===== config.mk =====
export PLATFORM = sky130hd
export DESIGN_NAME = http_request_target_parser
export DESIGN_NICKNAME = d
export VERILOG_FILES = /design/src/hrtp_pkg.sv /design/src/hrtp_front.sv /design/src/hrtp_queue.sv /design/src/hrtp_engine.sv /design/src/http_request_target_parser.sv
export SDC_FILE = /design/constraint.sdc
export NUM_CORES = 1
export LEC_CHECK = 0
export BUFFER_PORTS_ARGS = -buffer_cell sky130_fd_sc_hd__buf_2
export CELL_PAD_IN_SITES_DETAIL_PLACEMENT = 1
export CELL_PAD_IN_SITES_GLOBAL_PLACEMENT = 2
export CORE_MARGIN = 2
export CORE_UTILIZATION = 35
export CTS_CLUSTER_DIAMETER = 50
export CTS_CLUSTER_SIZE = 10
export DETAILED_ROUTE_END_ITERATION = 10
export PLACE_DENSITY = 0.79
export SLEW_MARGIN = 20
export SYNTH_ARGS = -nofsm -noshare
export SYNTH_HDL_FRONTEND = slang
export SYNTH_HIERARCHICAL = 1
export SYNTH_SLANG_ARGS = --single-unit

===== constraint.sdc =====
create_clock -name clock -period 9.08 [get_ports clock]
set_input_delay 2.724 -clock clock [delete_from_list [all_inputs] [get_ports clock]]
set_output_delay 2.724 -clock clock [all_outputs]
set_load 0.005 [all_outputs]

===== src/hrtp_pkg.sv =====
// Shared types and constants for the request-target parser.
// Used by the front classifier, the queue, the parse engine and the top level.
package hrtp_pkg;

   typedef struct packed {
      logic [7:0] char_byte;
      logic       line_end;
   } req_type;

   typedef struct packed {
      logic        accepted;
      logic        absolute_form;
      logic        host_is_ipv4;
      logic [11:0] host_start;
      logic [12:0] host_length;
      logic        port_present;
      logic [15:0] port_value;
      logic [11:0] path_start;
      logic [12:0] path_length;
      logic        query_present;
      logic [11:0] query_start;
      logic [12:0] query_length;
   } rsp_type;

   // Character classes computed by the front part.
   typedef struct packed {
      logic       is_digit;
      logic       is_hex;
      logic       is_host;
      logic       is_pchar;
      logic       is_qchar;
      logic       is_pct;
      logic       is_slash;
      logic       is_quest;
      logic       is_colon;
      logic       is_dot;
      logic [3:0] digit;
   } cls_type;

   typedef struct packed {
      logic [7:0] char_byte;
      logic       line_end;
      cls_type    cls;
   } tok_type;

   typedef enum logic [3:0] {
      PH_START,
      PH_PREFIX,
      PH_HOST_FIRST,
      PH_HOSTNAME,
      PH_IPV4,
      PH_IPV4_DOT,
      PH_PORT_FIRST,
      PH_PORT,
      PH_PATH,
      PH_QUERY
   } phase_type;

   localparam int SCHEME_LEN = 7;
   localparam logic [7:0] SCHEME_TEXT [SCHEME_LEN] = '{
      8'h68, 8'h74, 8'h74, 8'h70, 8'h3A, 8'h2F, 8'h2F
   };
   localparam logic [7:0] OCTET_MAX = 8'd255;
   localparam logic [16:0] PORT_MAX = 17'd65535;
   localparam logic [2:0] PORT_DIGITS_MAX = 3'd5;

   function automatic cls_type classify(input logic [7:0] c);
      cls_type r;
      logic alpha;
      logic unres;
      logic sub;
      alpha = (c >= 8'h61 && c <= 8'h7A) || (c >= 8'h41 && c <= 8'h5A);
      r.is_digit = (c >= 8'h30 && c <= 8'h39);
      r.is_hex = r.is_digit || (c >= 8'h61 && c <= 8'h66) || (c >= 8'h41 && c <= 8'h46);
      unres = alpha || r.is_digit || c == 8'h2D || c == 8'h2E || c == 8'h5F || c == 8'h7E;
      sub = c == 8'h21 || c == 8'h24 || c == 8'h26 || c == 8'h27 || c == 8'h28 ||
            c == 8'h29 || c == 8'h2A || c == 8'h2B || c == 8'h2C || c == 8'h3B ||
            c == 8'h3D;
      r.is_host = unres || sub;
      r.is_pchar = r.is_host || c == 8'h3A || c == 8'h40;
      r.is_qchar = r.is_pchar || c == 8'h2F || c == 8'h3F;
      r.is_pct = (c == 8'h25);
      r.is_slash = (c == 8'h2F);
      r.is_quest = (c == 8'h3F);
      r.is_colon = (c == 8'h3A);
      r.is_dot = (c == 8'h2E);
      r.digit = c[3:0];
      return r;
   endfunction

endpackage


===== src/hrtp_front.sv =====
// Front part: takes request bytes and tags them with character classes.
// Depends on hrtp_pkg.
module hrtp_front (
   input  logic             clock,
   input  logic             reset,
   input  logic             req_valid,
   output logic             req_stall,
   input  hrtp_pkg::req_type req_data,
   output logic             tok_valid,
   input  logic             tok_stall,
   output hrtp_pkg::tok_type tok_data
);
   import hrtp_pkg::*;

   logic    valid_ff, valid_in;
   tok_type data_ff, data_in;

   assign req_stall = valid_ff && tok_stall;
   assign tok_valid = valid_ff;
   assign tok_data  = data_ff;

   always_comb begin
      valid_in = valid_ff;
      data_in  = data_ff;
      if (!req_stall) begin
         valid_in = req_valid;
         data_in.char_byte = req_data.char_byte;
         data_in.line_end  = req_data.line_end;
         data_in.cls       = classify(req_data.char_byte);
      end
   end

   always_ff @(posedge clock) begin
      if (reset) valid_ff <= 1'b0;
      else valid_ff <= valid_in;
      data_ff <= data_in;
   end
endmodule


===== src/hrtp_queue.sv =====
// Two-entry queue between the front classifier and the parse engine.
// Depends on hrtp_pkg.
module hrtp_queue (
   input  logic              clock,
   input  logic              reset,
   input  logic              in_valid,
   output logic              in_stall,
   input  hrtp_pkg::tok_type in_data,
   output logic              out_valid,
   input  logic              out_stall,
   output hrtp_pkg::tok_type out_data
);
   import hrtp_pkg::*;

   tok_type    mem_ff [2];
   logic       wr_ff, wr_in, rd_ff, rd_in;
   logic [1:0] cnt_ff, cnt_in;
   logic       push, pop;

   assign in_stall  = (cnt_ff == 2'd2);
   assign out_valid = (cnt_ff != 2'd0);
   assign out_data  = mem_ff[rd_ff];
   assign push = in_valid && !in_stall;
   assign pop  = out_valid && !out_stall;

   always_comb begin
      wr_in  = push ? ~wr_ff : wr_ff;
      rd_in  = pop ? ~rd_ff : rd_ff;
      cnt_in = cnt_ff + {1'b0, push} - {1'b0, pop};
   end

   always_ff @(posedge clock) begin
      if (reset) begin
         wr_ff  <= 1'b0;
         rd_ff  <= 1'b0;
         cnt_ff <= 2'd0;
      end else begin
         wr_ff  <= wr_in;
         rd_ff  <= rd_in;
         cnt_ff <= cnt_in;
      end
      if (push) mem_ff[wr_ff] <= in_data;
   end
endmodule


===== src/hrtp_engine.sv =====
// Back part: per-byte parse state machine and verdict output register.
// Depends on hrtp_pkg.
module hrtp_engine #(
   parameter int MAX_LINE_LENGTH = 4096
) (
   input  logic              clock,
   input  logic              reset,
   input  logic              tok_valid,
   output logic              tok_stall,
   input  hrtp_pkg::tok_type tok_data,
   output logic              rsp_valid,
   input  logic              rsp_stall,
   output hrtp_pkg::rsp_type rsp_data
);
   import hrtp_pkg::*;

   localparam int PW = $clog2(MAX_LINE_LENGTH + 1);
   localparam logic [PW-1:0] POS_MAX = PW'(MAX_LINE_LENGTH);

   phase_type   phase_ff, phase_in;
   logic [PW-1:0] pos_ff, pos_in;
   logic [2:0]  pfx_ff, pfx_in;
   logic [1:0]  esc_ff, esc_in;
   logic [1:0]  oidx_ff, oidx_in;
   logic [7:0]  oval_ff, oval_in;
   logic [1:0]  ocnt_ff, ocnt_in;
   logic [16:0] port_ff, port_in;
   logic [2:0]  psig_ff, psig_in;
   logic [PW-1:0] hs_ff, hs_in, he_ff, he_in, ps_ff, ps_in, pe_ff, pe_in;
   logic [PW-1:0] qs_ff, qs_in, qe_ff, qe_in;
   logic        fabs_ff, fabs_in, fip_ff, fip_in, fport_ff, fport_in;
   logic        fpath_ff, fpath_in, fq_ff, fq_in;
   logic        bad_ff, bad_in;
   logic        ovalid_ff, ovalid_in;
   rsp_type     odata_ff, odata_in;

   logic    take;
   cls_type k;
   logic [7:0] c;
   logic [PW-1:0] pos1;
   logic [10:0] oprod;
   logic [19:0] pprod;
   logic    ok;
   rsp_type v;

   assign tok_stall = ovalid_ff && rsp_stall;
   assign take      = tok_valid && !tok_stall;
   assign rsp_valid = ovalid_ff;
   assign rsp_data  = odata_ff;
   assign k    = tok_data.cls;
   assign c    = tok_data.char_byte;
   assign pos1 = pos_ff + PW'(1);
   assign oprod = {oval_ff, 3'b0} + {2'b0, oval_ff, 1'b0} + {7'b0, k.digit};
   assign pprod = {port_ff, 3'b0} + {2'b0, port_ff, 1'b0} + {16'b0, k.digit};

   always_comb begin
      phase_in = phase_ff; pos_in = pos_ff; pfx_in = pfx_ff; esc_in = esc_ff;
      oidx_in = oidx_ff; oval_in = oval_ff; ocnt_in = ocnt_ff;
      port_in = port_ff; psig_in = psig_ff;
      hs_in = hs_ff; he_in = he_ff; ps_in = ps_ff; pe_in = pe_ff;
      qs_in = qs_ff; qe_in = qe_ff;
      fabs_in = fabs_ff; fip_in = fip_ff; fport_in = fport_ff;
      fpath_in = fpath_ff; fq_in = fq_ff; bad_in = bad_ff;
      ovalid_in = ovalid_ff && rsp_stall;
      odata_in = odata_ff;
      ok = 1'b0;
      v = '0;

      if (take) begin
         if (pos_ff >= POS_MAX) begin
            bad_in = 1'b1;
         end else begin
            pos_in = pos1;
            if (!bad_ff) begin
               if (esc_ff != 2'd0) begin
                  if (!k.is_hex) bad_in = 1'b1;
                  else begin
                     esc_in = esc_ff - 2'd1;
                     if (phase_ff == PH_HOSTNAME) he_in = pos1;
                     else if (phase_ff == PH_PATH) pe_in = pos1;
                     else qe_in = pos1;
                  end
               end else begin
                  unique case (phase_ff)
                     PH_START: begin
                        if (k.is_slash) begin
                           phase_in = PH_PATH; fpath_in = 1'b1; ps_in = pos_ff; pe_in = pos1;
                        end else if (c == SCHEME_TEXT[0]) begin
                           phase_in = PH_PREFIX; pfx_in = 3'd1;
                        end else bad_in = 1'b1;
                     end
                     PH_PREFIX: begin
                        if (c != SCHEME_TEXT[pfx_ff]) bad_in = 1'b1;
                        else begin
                           pfx_in = pfx_ff + 3'd1;
                           if (pfx_ff == 3'(SCHEME_LEN - 1)) begin
                              phase_in = PH_HOST_FIRST; fabs_in = 1'b1;
                           end
                        end
                     end
                     PH_HOST_FIRST: begin
                        hs_in = pos_ff; he_in = pos1;
                        if (k.is_digit) begin
                           phase_in = PH_IPV4; fip_in = 1'b1; oidx_in = 2'd0;
                           oval_in = {4'b0, k.digit}; ocnt_in = 2'd1;
                        end else if (k.is_host) phase_in = PH_HOSTNAME;
                        else if (k.is_pct) begin
                           phase_in = PH_HOSTNAME; esc_in = 2'd2;
                        end else bad_in = 1'b1;
                     end
                     PH_HOSTNAME, PH_IPV4, PH_PORT_FIRST, PH_PORT: begin
                        if (phase_ff == PH_HOSTNAME && k.is_host) he_in = pos1;
                        else if (phase_ff == PH_HOSTNAME && k.is_pct) begin
                           esc_in = 2'd2; he_in = pos1;
                        end else if (phase_ff == PH_IPV4 && k.is_digit) begin
                           he_in = pos1;
                           if (oval_ff == 8'd0 || ocnt_ff == 2'd3) bad_in = 1'b1;
                           else begin
                              oval_in = oprod[7:0]; ocnt_in = ocnt_ff + 2'd1;
                              if (oprod > {3'b0, OCTET_MAX}) bad_in = 1'b1;
                           end
                        end else if (phase_ff == PH_IPV4 && oidx_ff != 2'd3) begin
                           if (k.is_dot) begin
                              phase_in = PH_IPV4_DOT; he_in = pos1;
                           end else bad_in = 1'b1;
                        end else if ((phase_ff == PH_PORT_FIRST || phase_ff == PH_PORT)
                                     && k.is_digit) begin
                           phase_in = PH_PORT;
                           if (k.digit != 4'd0 || psig_ff != 3'd0) begin
                              psig_in = psig_ff + 3'd1;
                              if (psig_ff == PORT_DIGITS_MAX) bad_in = 1'b1;
                              else begin
                                 port_in = pprod[16:0];
                                 if (pprod > {3'b0, PORT_MAX}) bad_in = 1'b1;
                              end
                           end
                        end else if (phase_ff == PH_PORT_FIRST) bad_in = 1'b1;
                        else if (phase_ff != PH_PORT && k.is_colon) begin
                           phase_in = PH_PORT_FIRST; fport_in = 1'b1;
                        end else if (k.is_slash) begin
                           phase_in = PH_PATH; fpath_in = 1'b1; ps_in = pos_ff; pe_in = pos1;
                        end else if (k.is_quest) begin
                           phase_in = PH_QUERY; fq_in = 1'b1; qs_in = pos1; qe_in = pos1;
                        end else bad_in = 1'b1;
                     end
                     PH_IPV4_DOT: begin
                        if (!k.is_digit) bad_in = 1'b1;
                        else begin
                           phase_in = PH_IPV4; oidx_in = oidx_ff + 2'd1;
                           oval_in = {4'b0, k.digit}; ocnt_in = 2'd1; he_in = pos1;
                        end
                     end
                     PH_PATH: begin
                        if (k.is_pchar || k.is_slash) pe_in = pos1;
                        else if (k.is_pct) begin
                           esc_in = 2'd2; pe_in = pos1;
                        end else if (k.is_quest) begin
                           phase_in = PH_QUERY; fq_in = 1'b1; qs_in = pos1; qe_in = pos1;
                        end else bad_in = 1'b1;
                     end
                     PH_QUERY: begin
                        if (k.is_qchar) qe_in = pos1;
                        else if (k.is_pct) begin
                           esc_in = 2'd2; qe_in = pos1;
                        end else bad_in = 1'b1;
                     end
                     default: bad_in = 1'b1;
                  endcase
               end
            end
         end

         if (tok_data.line_end) begin
            // judge on the state after this byte
            if (!bad_in && esc_in == 2'd0) begin
               case (phase_in)
                  PH_HOSTNAME, PH_PORT, PH_PATH, PH_QUERY: ok = 1'b1;
                  PH_IPV4: ok = (oidx_in == 2'd3) && (ocnt_in != 2'd0);
                  default: ok = 1'b0;
               endcase
            end
            if (ok) begin
               v.accepted = 1'b1;
               if (fabs_in) begin
                  v.absolute_form = 1'b1;
                  v.host_is_ipv4  = fip_in;
                  v.host_start    = 12'(hs_in);
                  v.host_length   = 13'(he_in - hs_in);
               end
               if (fport_in) begin
                  v.port_present = 1'b1;
                  v.port_value   = port_in[15:0];
               end
               if (fpath_in) begin
                  v.path_start  = 12'(ps_in);
                  v.path_length = 13'(pe_in - ps_in);
               end
               if (fq_in) begin
                  v.query_present = 1'b1;
                  v.query_start   = 12'(qs_in);
                  v.query_length  = 13'(qe_in - qs_in);
               end
            end
            ovalid_in = 1'b1;
            odata_in  = v;
            phase_in = PH_START; pos_in = '0; pfx_in = '0; esc_in = '0;
            oidx_in = '0; oval_in = '0; ocnt_in = '0; port_in = '0; psig_in = '0;
            hs_in = '0; he_in = '0; ps_in = '0; pe_in = '0; qs_in = '0; qe_in = '0;
            fabs_in = 1'b0; fip_in = 1'b0; fport_in = 1'b0; fpath_in = 1'b0;
            fq_in = 1'b0; bad_in = 1'b0;
         end
      end
   end

   always_ff @(posedge clock) begin
      if (reset) begin
         phase_ff <= PH_START; pos_ff <= '0; pfx_ff <= '0; esc_ff <= '0;
         oidx_ff <= '0; oval_ff <= '0; ocnt_ff <= '0; port_ff <= '0; psig_ff <= '0;
         hs_ff <= '0; he_ff <= '0; ps_ff <= '0; pe_ff <= '0; qs_ff <= '0; qe_ff <= '0;
         fabs_ff <= 1'b0; fip_ff <= 1'b0; fport_ff <= 1'b0; fpath_ff <= 1'b0;
         fq_ff <= 1'b0; bad_ff <= 1'b0; ovalid_ff <= 1'b0;
      end else begin
         phase_ff <= phase_in; pos_ff <= pos_in; pfx_ff <= pfx_in; esc_ff <= esc_in;
         oidx_ff <= oidx_in; oval_ff <= oval_in; ocnt_ff <= ocnt_in;
         port_ff <= port_in; psig_ff <= psig_in;
         hs_ff <= hs_in; he_ff <= he_in; ps_ff <= ps_in; pe_ff <= pe_in;
         qs_ff <= qs_in; qe_ff <= qe_in;
         fabs_ff <= fabs_in; fip_ff <= fip_in; fport_ff <= fport_in;
         fpath_ff <= fpath_in; fq_ff <= fq_in; bad_ff <= bad_in;
         ovalid_ff <= ovalid_in;
      end
      odata_ff <= odata_in;
   end
endmodule


===== src/http_request_target_parser.sv =====
// Request-target parser: one byte per cycle, back-to-back across lines.
// A verdict is registered: the last byte of a line passes the classify register,
// then a queue entry, and then the verdict register is loaded.
// Throughput: one byte per cycle; a verdict held by rsp_stall stalls the engine,
// and the two-entry queue plus the classify register then back up into req_stall.
// Reset is synchronous, active high; it empties the queue and restarts a line.
// Depends on hrtp_pkg, hrtp_front, hrtp_queue and hrtp_engine.
module http_request_target_parser #(
   parameter int MAX_LINE_LENGTH = 4096
) (
   input  logic              clock,
   input  logic              reset,
   input  logic              req_valid,
   output logic              req_stall,
   input  hrtp_pkg::req_type req_data,
   output logic              rsp_valid,
   input  logic              rsp_stall,
   output hrtp_pkg::rsp_type rsp_data
);
   import hrtp_pkg::*;

   logic    f_valid, f_stall, q_valid, q_stall;
   tok_type f_data, q_data;

   hrtp_front u_front (
      .clock(clock), .reset(reset),
      .req_valid(req_valid), .req_stall(req_stall), .req_data(req_data),
      .tok_valid(f_valid), .tok_stall(f_stall), .tok_data(f_data)
   );

   hrtp_queue u_queue (
      .clock(clock), .reset(reset),
      .in_valid(f_valid), .in_stall(f_stall), .in_data(f_data),
      .out_valid(q_valid), .out_stall(q_stall), .out_data(q_data)
   );

   hrtp_engine #(.MAX_LINE_LENGTH(MAX_LINE_LENGTH)) u_engine (
      .clock(clock), .reset(reset),
      .tok_valid(q_valid), .tok_stall(q_stall), .tok_data(q_data),
      .rsp_valid(rsp_valid), .rsp_stall(rsp_stall), .rsp_data(rsp_data)
   );
endmodule

; Word-level counts from Yosys, hierarchy flattened
; Memory sizes are Yosys's and may differ from the RTL's. A register that Yosys moved wholly into a read port is not among the register bits.
; Cells that the tools add are included.
[word_totals]
reg_bits = 263
ram_bits = 46
rom_bits = 64
word_cells = 517
mem_count = 2
[memory_table]
columns = memory, words, width, rd, rd_clocked_by_memory_dff, wr, line
row1 = (no name shown), 8, 8, 1, 0, 0, hrtp_engine.sv:93  ; if (c != SCHEME_TEXT[pfx_ff]) bad_in = 1'b1;
row2 = u_queue.mem_ff, 2, 23, 1, 1, 1, hrtp_queue.sv:15  ; tok_type mem_ff [2];
[op_classes]
add_sub_neg = 15
magnitude_cmp = 12
n_eq_ne = 59
mux = 301
bitwise = 3
reduce_logical = 73
[op_table]
columns = operator, n
row1 = $mux 13, 89
row2 = $mux 17, 13
row3 = $eq 8x6->1 const B, 17
row4 = $pmux 13 s3, 3
row5 = $mux 4, 25
row6 = $mux 1, 96
row7 = $mux 96, 1
row8 = $mux 8, 11
row9 = $mux 2, 30
row10 = $mux 3, 18
row11 = $pmux 13 s2, 2
row12 = $sub 13x13->13, 3
row13 = $eq 8x7->1 const B, 4
row14 = $le 8x7->1 const B, 4
row15 = $logic_or 1x1->1, 27
row16 = $mux 27, 1
row17 = $mux 26, 1
row18 = $mux 25, 1
row19 = $eq 4x3->1 const B, 6
row20 = $pmux 4 s6, 1
row21 = $add 20x18->20, 1
row22 = $add 20x4->20, 1
row23 = $gt 20x16->1 const B, 1
row24 = $ne 2x2->1 const B, 9
row25 = 47 further kinds, 98

; Logic depth before layout (Yosys ltp)
; Gate-level depths: netlist of the first run.
[logic_depth]
depth_word = 22
ltp_mapped = 23
depth_no_buf = 20

; Hierarchy
; Netlist of the first run, hierarchy kept.
[modules_own_cells]
columns = mod, instances, cells_each, area_each_um2, seq_area_each_um2
row1 = hrtp_engine, 1, 1667, 14582.7, 5665.4
row2 = hrtp_queue, 1, 100, 1894.3, 1481.4
row3 = hrtp_front, 1, 85, 1029.7, 590.6

; Worst setup path before layout of the first run
; OpenSTA, ideal clock, no wires.
[synth_path]
path_type = input to register
startpoint = input port rsp_stall
endpoint = register u_engine.odata_ff (netlist bit u_engine/rsp_data[0]), enable pin
arrival_ns = 5.140
slack_ns = 3.491
path_stages = 5
path_buffers = 1
path_cell_list = nand2_1 -> and2_1 -> clkbuf_1 -> nand2_1 -> inv_1
[synth_via]
elab_chain_len = 4
[synth_lines]
columns = item, line
row1 = start: declaration, http_request_target_parser.sv:17  ; input logic rsp_stall,
row2 = $logic_and 1x1->1, hrtp_engine.sv:46  ; assign tok_stall = ovalid_ff && rsp_stall;
row3 = $logic_not 1->1, hrtp_engine.sv:47  ; assign take = tok_valid && !tok_stall;
row4 = $logic_and 1x1->1, hrtp_engine.sv:47
row5 = $reduce_and 2->1 (no line), -
row6 = end signal: assignment, hrtp_engine.sv:232  ; odata_ff <= odata_in;
row7 = end: declaration, hrtp_engine.sv:35  ; rsp_type odata_ff, odata_in;
; No other way between the ends.
; A chain may end at the register's enable or synchronous reset.

==> impl_metrics.yaml, run 1 <==
routing:
  ant_nets: 0
  wirelength_um: 51300
  dr.pass1.iters: 5
  drtIter0Drc: 821
  wl_per_cell_um: 19.6
  drc_errors: 0
  via_count: 14313
  viasPerCell: 5.46
grt:
  grt_max_degree: 70
  grt_pass1_wl_um: 81100
  grt_pass1_vias: 14637
  overflow: 0
  antenna_found_initial: 0
  grt.total_usage: 0.199
worst_hold_path:
  hp-class: "reg -> reg"
  hold_start: "u_front/tok_data[14]"
  hold_path_end: "u_queue/mem_ff[1][14]"
  hold-path-cell-count: 0
setup_path:
  worst-setup-path-type: "reg -> reg"
  arrival_ns: 5.95
  cp_slowest_cell: "or3_1"
  crit_path_cell_trace: "buf_4 -> mux2_2 -> nand2b_1 -> mux2_4 -> nor3_2 -> a21oi_1 -> or3_1 -> o21ai_0 -> ha_1 -> fa_1 -> nor2b_1 -> o31a_1 -> o21ai_0 -> nand2b_1 -> a21oi_1 -> o21ai_0 -> o41ai_1 -> xnor2_1 -> nor2_1"
  reg2reg_to: "u_engine/rsp_data[38]"
  slowest_delay_ns: 0.73
  r2r_slack_ns: 3.45
  path_max_fanout: 23
  crit_path_start_kind: "flop"
  end_kind: "flop"
  rr_worst_depth: 19
  path_common_cell: "o21ai_0"
  worstPathRequired_ns: 9.40
floorplanning:
  dieHeight_um: 228
  die_w_um: 228
  coreArea_um2: 49200
  std_cell_rows: 81
  io_pins: 111
  initial_core_util: 0.356
  dieArea_um2: 51800
pwr:
  p_per_area_nw_per_um2: 268
  peakVddDrop_mv: 0.143
  p_leak_uw: 0.00751
yosys:
  synth_top_cell_area_share: 0.276
  synthTopCellsByCount: "nor2_1 (333), edfxtp_1 (161), dfxtp_1 (145), a21oi_1 (139), ha_1 (98)"
  ys.flop_type: "edfxtp_1"
  synth_cells: 1852
  synth-seq-cells: 306
  seq_area_frac_synth: 0.442
  synth_warnings: 6
  syn-mean-instance-area_um2: 9.45
  yosysMostFrequentCell: "nor2_1"
  syn-num-nets: 1970
  synth_cell_type_count: 107
  ys_async_sr_fraction: 0
  synth-edff-count: 161
  synth_top_cell_by_area: "edfxtp_1"
  syn_area_um2: 17500
  synth_area_leaders: "edfxtp_1 (28%), dfxtp_1 (17%), nor2_1 (7.1%)"
final_layout:
  area_growth_pct: 14.0
  drive_gt1_frac: 0.144
  seq_area_um2: 7740
  multi_input_area_um2: 9000
  nNetsFinal: 2041
  final_cell_area_um2: 20000
  nFillCells: 5631
  antenna_cells: 0
run:
  maxCapViolCount: 0
clock_network:
  cts_resized: 0
  cts_tree: "yes"
  root_buffer: "clkbuf_16"
  cts.path.max_buffers: 3
  cts_sinks: 306
  path_clk_slew_ns: 0.05
  post_cts_buffers: 0
  cts_hold_buffers: 0
  cts_buffers: 44
  clk_latency_ns: 0.59
  htreeDepth: 2
timing:
  hold_violations: 0
  finalSetupTns_ns: 0
  max_freq_mhz: 178
  rsz0062_at_grt: "false"
  skew_ns: 0.0367
  post-route-period-util: 0.620
  layout_setup_ws_ns: 3.45
  slew_viol_final: 0
  final.min_clock_period_ns: 5.63
  worst_pin_slew_ns: 1.11
  relSlewSlack: 0.261
  setup_viol: 0
place:
  placed_area_um2: 18500
  dpl_worst_slack_ns: 3.52
  io_buffers: 110
  place_hpwl_um: 36400
  gp_congestion: 0.865
outcome:
  outcome: "finished, final reports clean"
[worst max-delay path: cells and delay by family (launching register included)]
family	cells	cell delay, ns
simple gates	6	1.46
buf+inv	1	0.29
mux	2	0.88
flops	1	0.31
fa+ha+maj	2	0.51
xor+xnor	1	0.16
compound gates	7	1.75
[layer usage]
layer  part of all wire  global-route usage  vias to the layer above
met5                  0                   0                        -
met4              0.026              0.0647                        0
met3              0.034              0.0264                       91
met2               0.47               0.333                      223
met1               0.47               0.265                     7113
li1                   -                   -                     6886
[final cells by class]
type | count | share of cell area
Inverter | 64 | 0.0122
Sequential cell | 306 | 0.388
Multi-Input combinational cell | 1373 | 0.451
Timing Repair Buffer | 134 | 0.0368
Clock inverter | 19 | 0.00847
Clock buffer | 61 | 0.0620
Tap cell | 664 | 0.0416
[flip-flops by register name, summed over array words and instances, names as in the netlist, 17 cells and up, named ones only]
register / cells
u_engine/port_ff: 17
u_engine/rsp_data: 96
u_queue/mem_ff: 46
u_front/tok_data: 19
[placed cells by master (no fill, tap or decap), drive strengths merged, types with 62 or more instances in the layout]
cell type	Yosys	routed
a21oi	147	147
a22oi	62	62
buf	45	134
dfxtp	145	145
edfxtp	161	161
ha	98	98
inv	64	68
nand2	96	96
nor2	338	338
o21ai	86	86
[logic make-up after synthesis]
kind of cell             count (synthesis)  share of synthesized area
adder cells (fa/ha/maj)                105                     0.0780
buffers and inverters                  173                     0.0449
flip-flops                             306                      0.442
XOR/XNOR                                58                     0.0290
multiplexers                            60                     0.0365
AO/OA/AOI/OAI                          469                      0.179
AND/OR/NAND/NOR                        681                      0.191
[metrics by stage]
step,hold slack [ns],instances,total power [uW],utilization
floorplan,0.421,1852,3130,-
global placement,0.422,2541,3680,0.377
detailed placement,0.434,2541,3730,0.377
CTS,0.447,2621,5410,0.406
global route,0.458,2621,5670,0.406
finish,0.443,2621,5340,0.406
[how the worst max path moves through the flow]
stage                         start                    end  slack [ns]  cells after the start
after detailed placement       flop  u_engine/rsp_data[38]        3.52                     19
after global placement         flop  u_engine/rsp_data[38]        3.61                     19
after global routing           flop  u_engine/rsp_data[38]        3.05                     19
final                          flop  u_engine/rsp_data[38]        3.45                     19
after floorplan           rsp_stall   u_engine/rsp_data[0]        3.49                      5
after CTS                      flop  u_engine/rsp_data[38]        3.44                     19
[report_power, final]
| group | internal, uW | total [uW] | switching, uW |
|---|---|---|---|
| clock | 989 | 1640 | 656 |
| sequential | 1710 | 1780 | 69.8 |
| combinational | 661 | 1920 | 1260 |
| total | 3360 | 5340 | 1990 |
Power figures use the tool's default switching activity.
==> run 2, diff against run 1 <==
Settings changed: ABC_AREA set to 1, CORE_UTILIZATION 35 to 33, PLACE_DENSITY 0.79 to 0.83.
Clock period 9.08 ns to 4.8 ns, I/O delays scaled along.
==> run 2 against run 1 <==
Net effect: power rose by 110%; cell area rose by 11%; clock skew fell by 0.0089 ns.
==> impl_metrics.yaml, run 2 <==
pwr:
  fin_total_pwr_uw: 11000
  switching_share: 0.394
  seqPwrFrac: 0.308
  pwr-share-clk: 0.317
  power_frac_comb: 0.375
  internal-power_uw: 6660
  peakVddDrop_mv: 0.262
  p_sw_uw: 4320
  p_leak_uw: 0.00925
  p_per_area_nw_per_um2: 496
timing:
  final.min_clock_period_ns: 4.44
  relSlewSlack: 0.266
  hold_violations: 0
  worst_pin_slew_ns: 1.10
  setup_viol: 0
  hold_ws_ns: 0.447
  finalSetupTns_ns: 0
  skew_ns: 0.0279
  rsz0062_at_grt: "false"
  post-route-period-util: 0.926
  slew_viol_final: 0
  max_freq_mhz: 225
yosys:
  seq_area_frac_synth: 0.410
  synth-edff-count: 161
  synth_top_cell_by_area: "edfxtp_1"
  synth_warnings: 6
  syn_area_um2: 18900
  synth_cell_type_count: 60
  yosysMostFrequentCell: "nand2_1"
  synth_top_cell_area_share: 0.256
  syn-mean-instance-area_um2: 7.65
  synthTopCellsByCount: "nand2_1 (561), inv_1 (299), a21oi_1 (247), nor2_1 (241)"
  synth_cells: 2465
  synth_area_leaders: "edfxtp_1 (26%), dfxtp_1 (15%), nand2_1 (11%)"
  ys_async_sr_fraction: 0
  synth-seq-cells: 306
  ys.flop_type: "edfxtp_1"
  syn-num-nets: 2583
place:
  placed_area_um2: 20400
  gp_congestion: 0.882
  io_buffers: 110
  place_hpwl_um: 46100
clock_network:
  cts.path.max_buffers: 3
  cts_buffers: 47
  cts_tree: "yes"
  cts_sinks: 306
  cts_hold_buffers: 0
  path_clk_slew_ns: 0.06
  clk_latency_ns: 0.59
  htreeDepth: 2
  root_buffer: "clkbuf_16"
grt:
  grt.total_usage: 0.207
  antenna_found_initial: 1
  grt_pass1_vias: 17991
  overflow: 0
  grt_max_degree: 70
  grt_pass1_wl_um: 98200
final_layout:
  largest_register_ffs: 96
  nNetsFinal: 2717
  final_common_cell: "nand2_1"
  finish.utilization: 0.391
  final_cell_area_um2: 22100
  drive_gt1_frac: 0.144
  area_growth_pct: 17.3
  antenna_cells: 0
  mostFrequentLayoutCells: "nand2_1 (558), inv_1 (299), a21oi_1 (247)"
setup_path:
  arrival_ns: 4.77
  worst-setup-path-type: "reg -> reg"
  end_kind: "flop"
  path_max_fanout: 7
  crit_path_start_kind: "flop"
  worstPathRequired_ns: 5.13
run:
  maxCapViolCount: 0
routing:
  drtIter0Drc: 999
  wl_per_cell_um: 18.6
  ant_nets: 0
  drc_errors: 0
  dr.pass1.iters: 5
  viasPerCell: 5.11
  wirelength_um: 63000
  via_count: 17349
worst_hold_path:
  hp-class: "reg -> reg"
floorplanning:
  dieHeight_um: 243
  dieArea_um2: 59100
  io_pins: 111
  coreArea_um2: 56500
  die_w_um: 243
  initial_core_util: 0.334
  std_cell_rows: 87
outcome:
  outcome: "finished, final reports clean"
run 2: cell count changes after synthesis, moves of 17 or more:
cell / change
nand3_1: +55
mux2i_1: -30
o21ai_0: +82
inv_1: +236
nand2b_1: -17
a21oi_1: +108
a22oi_1: -57
nor2b_1: -33
nor2_1: -92
inv_2: +17
nor2_2: +27
nand2_1: +465
run 2: per-layer routing:
metal,global-route usage,vias to the layer above,share of wire
li1,-,8496,-
met5,0,-,0
met4,0.0633,0,0.026
met1,0.265,8441,0.45
met3,0.0322,101,0.042
met2,0.359,311,0.48
run 2: final cells by class:
| cell class | count | area [um^2] |
|---|---|---|
| Fill cell | 6842 | 34400 |
| Multi-Input combinational cell | 1751 | 9600 |
| Sequential cell | 306 | 7740 |
| Clock buffer | 64 | 1300 |
| Inverter | 321 | 1210 |
| Timing Repair Buffer | 172 | 1050 |
| Tap cell | 756 | 946 |
| Clock inverter | 22 | 272 |
run 2: worst max-delay path: stages, from the launching register on:
cell and delay [ns]:
dfxtp_2 0.40, buf_4 0.19, mux2_2 0.38, nand2_2 0.13, o21ai_1 0.11, nor2_1 0.18, nand2_1 0.15, or2_1 0.25
o21ai_0 0.16, nand3_1 0.09, o21ai_0 0.14, inv_1 0.07, ha_1 0.22, fa_1 0.48, o31ai_2 0.35, a21oi_1 0.12
o21ai_1 0.21, nand3_1 0.10, nand2_1 0.11, a31oi_1 0.10, xor2_1 0.18, nor2_2 0.06
run 2: stage by stage:
step,instances,setup slack [ns]
after floorplan,2465,0.338
after global placement,3302,0.306
after detailed placement,3302,0.0433
after CTS,3388,0.0205
after global routing,3392,0.00152
final,3392,0.357
run 2: cells by family after synthesis:
kind of cell / Yosys count / share of synthesized area
muxes: 25 / 0.0148
DFF: 306 / 0.410
buffers and inverters: 412 / 0.0880
adders and majority gates: 105 / 0.0725
AOI/OAI and AO/OA: 547 / 0.161
xor gates and xnor gates: 47 / 0.0218
and+or+nand+nor: 1023 / 0.231
run 2: final timing paths:
kind / startpoint / to / slack (ns) / cells after the start
worst max-delay path: flop / u_engine/rsp_data[78] / 0.36 / 21
worst min-delay path: u_front/tok_data[19] / u_queue/mem_ff[1][19] / 0.45 / 0
worst max register to register: flop / u_engine/rsp_data[78] / 0.36 / 21
worst min register to register: u_front/tok_data[19] / u_queue/mem_ff[1][19] / 0.45 / 0
run 2: power groups by stage:
stage                     registers [uW]  logic [uW]  clock network (uW)
final                               3380        4110                3480
after detailed placement            3440        3950                   0
after CTS                           3390        3990                3580
after global placement              3410        3870                   0
after global routing                3420        4550                3670
after floorplan                     3420        2580                   0
run 2: what timing repair did:
| action | in CTS | in global routing |
|---|---|---|
| endpoints found under the setup margin | 0 | 92 |
| resized for setup | 0 | 18 |
| endpoints found under the hold margin | 0 | 0 |
| buffers inserted | 0 | 0 |
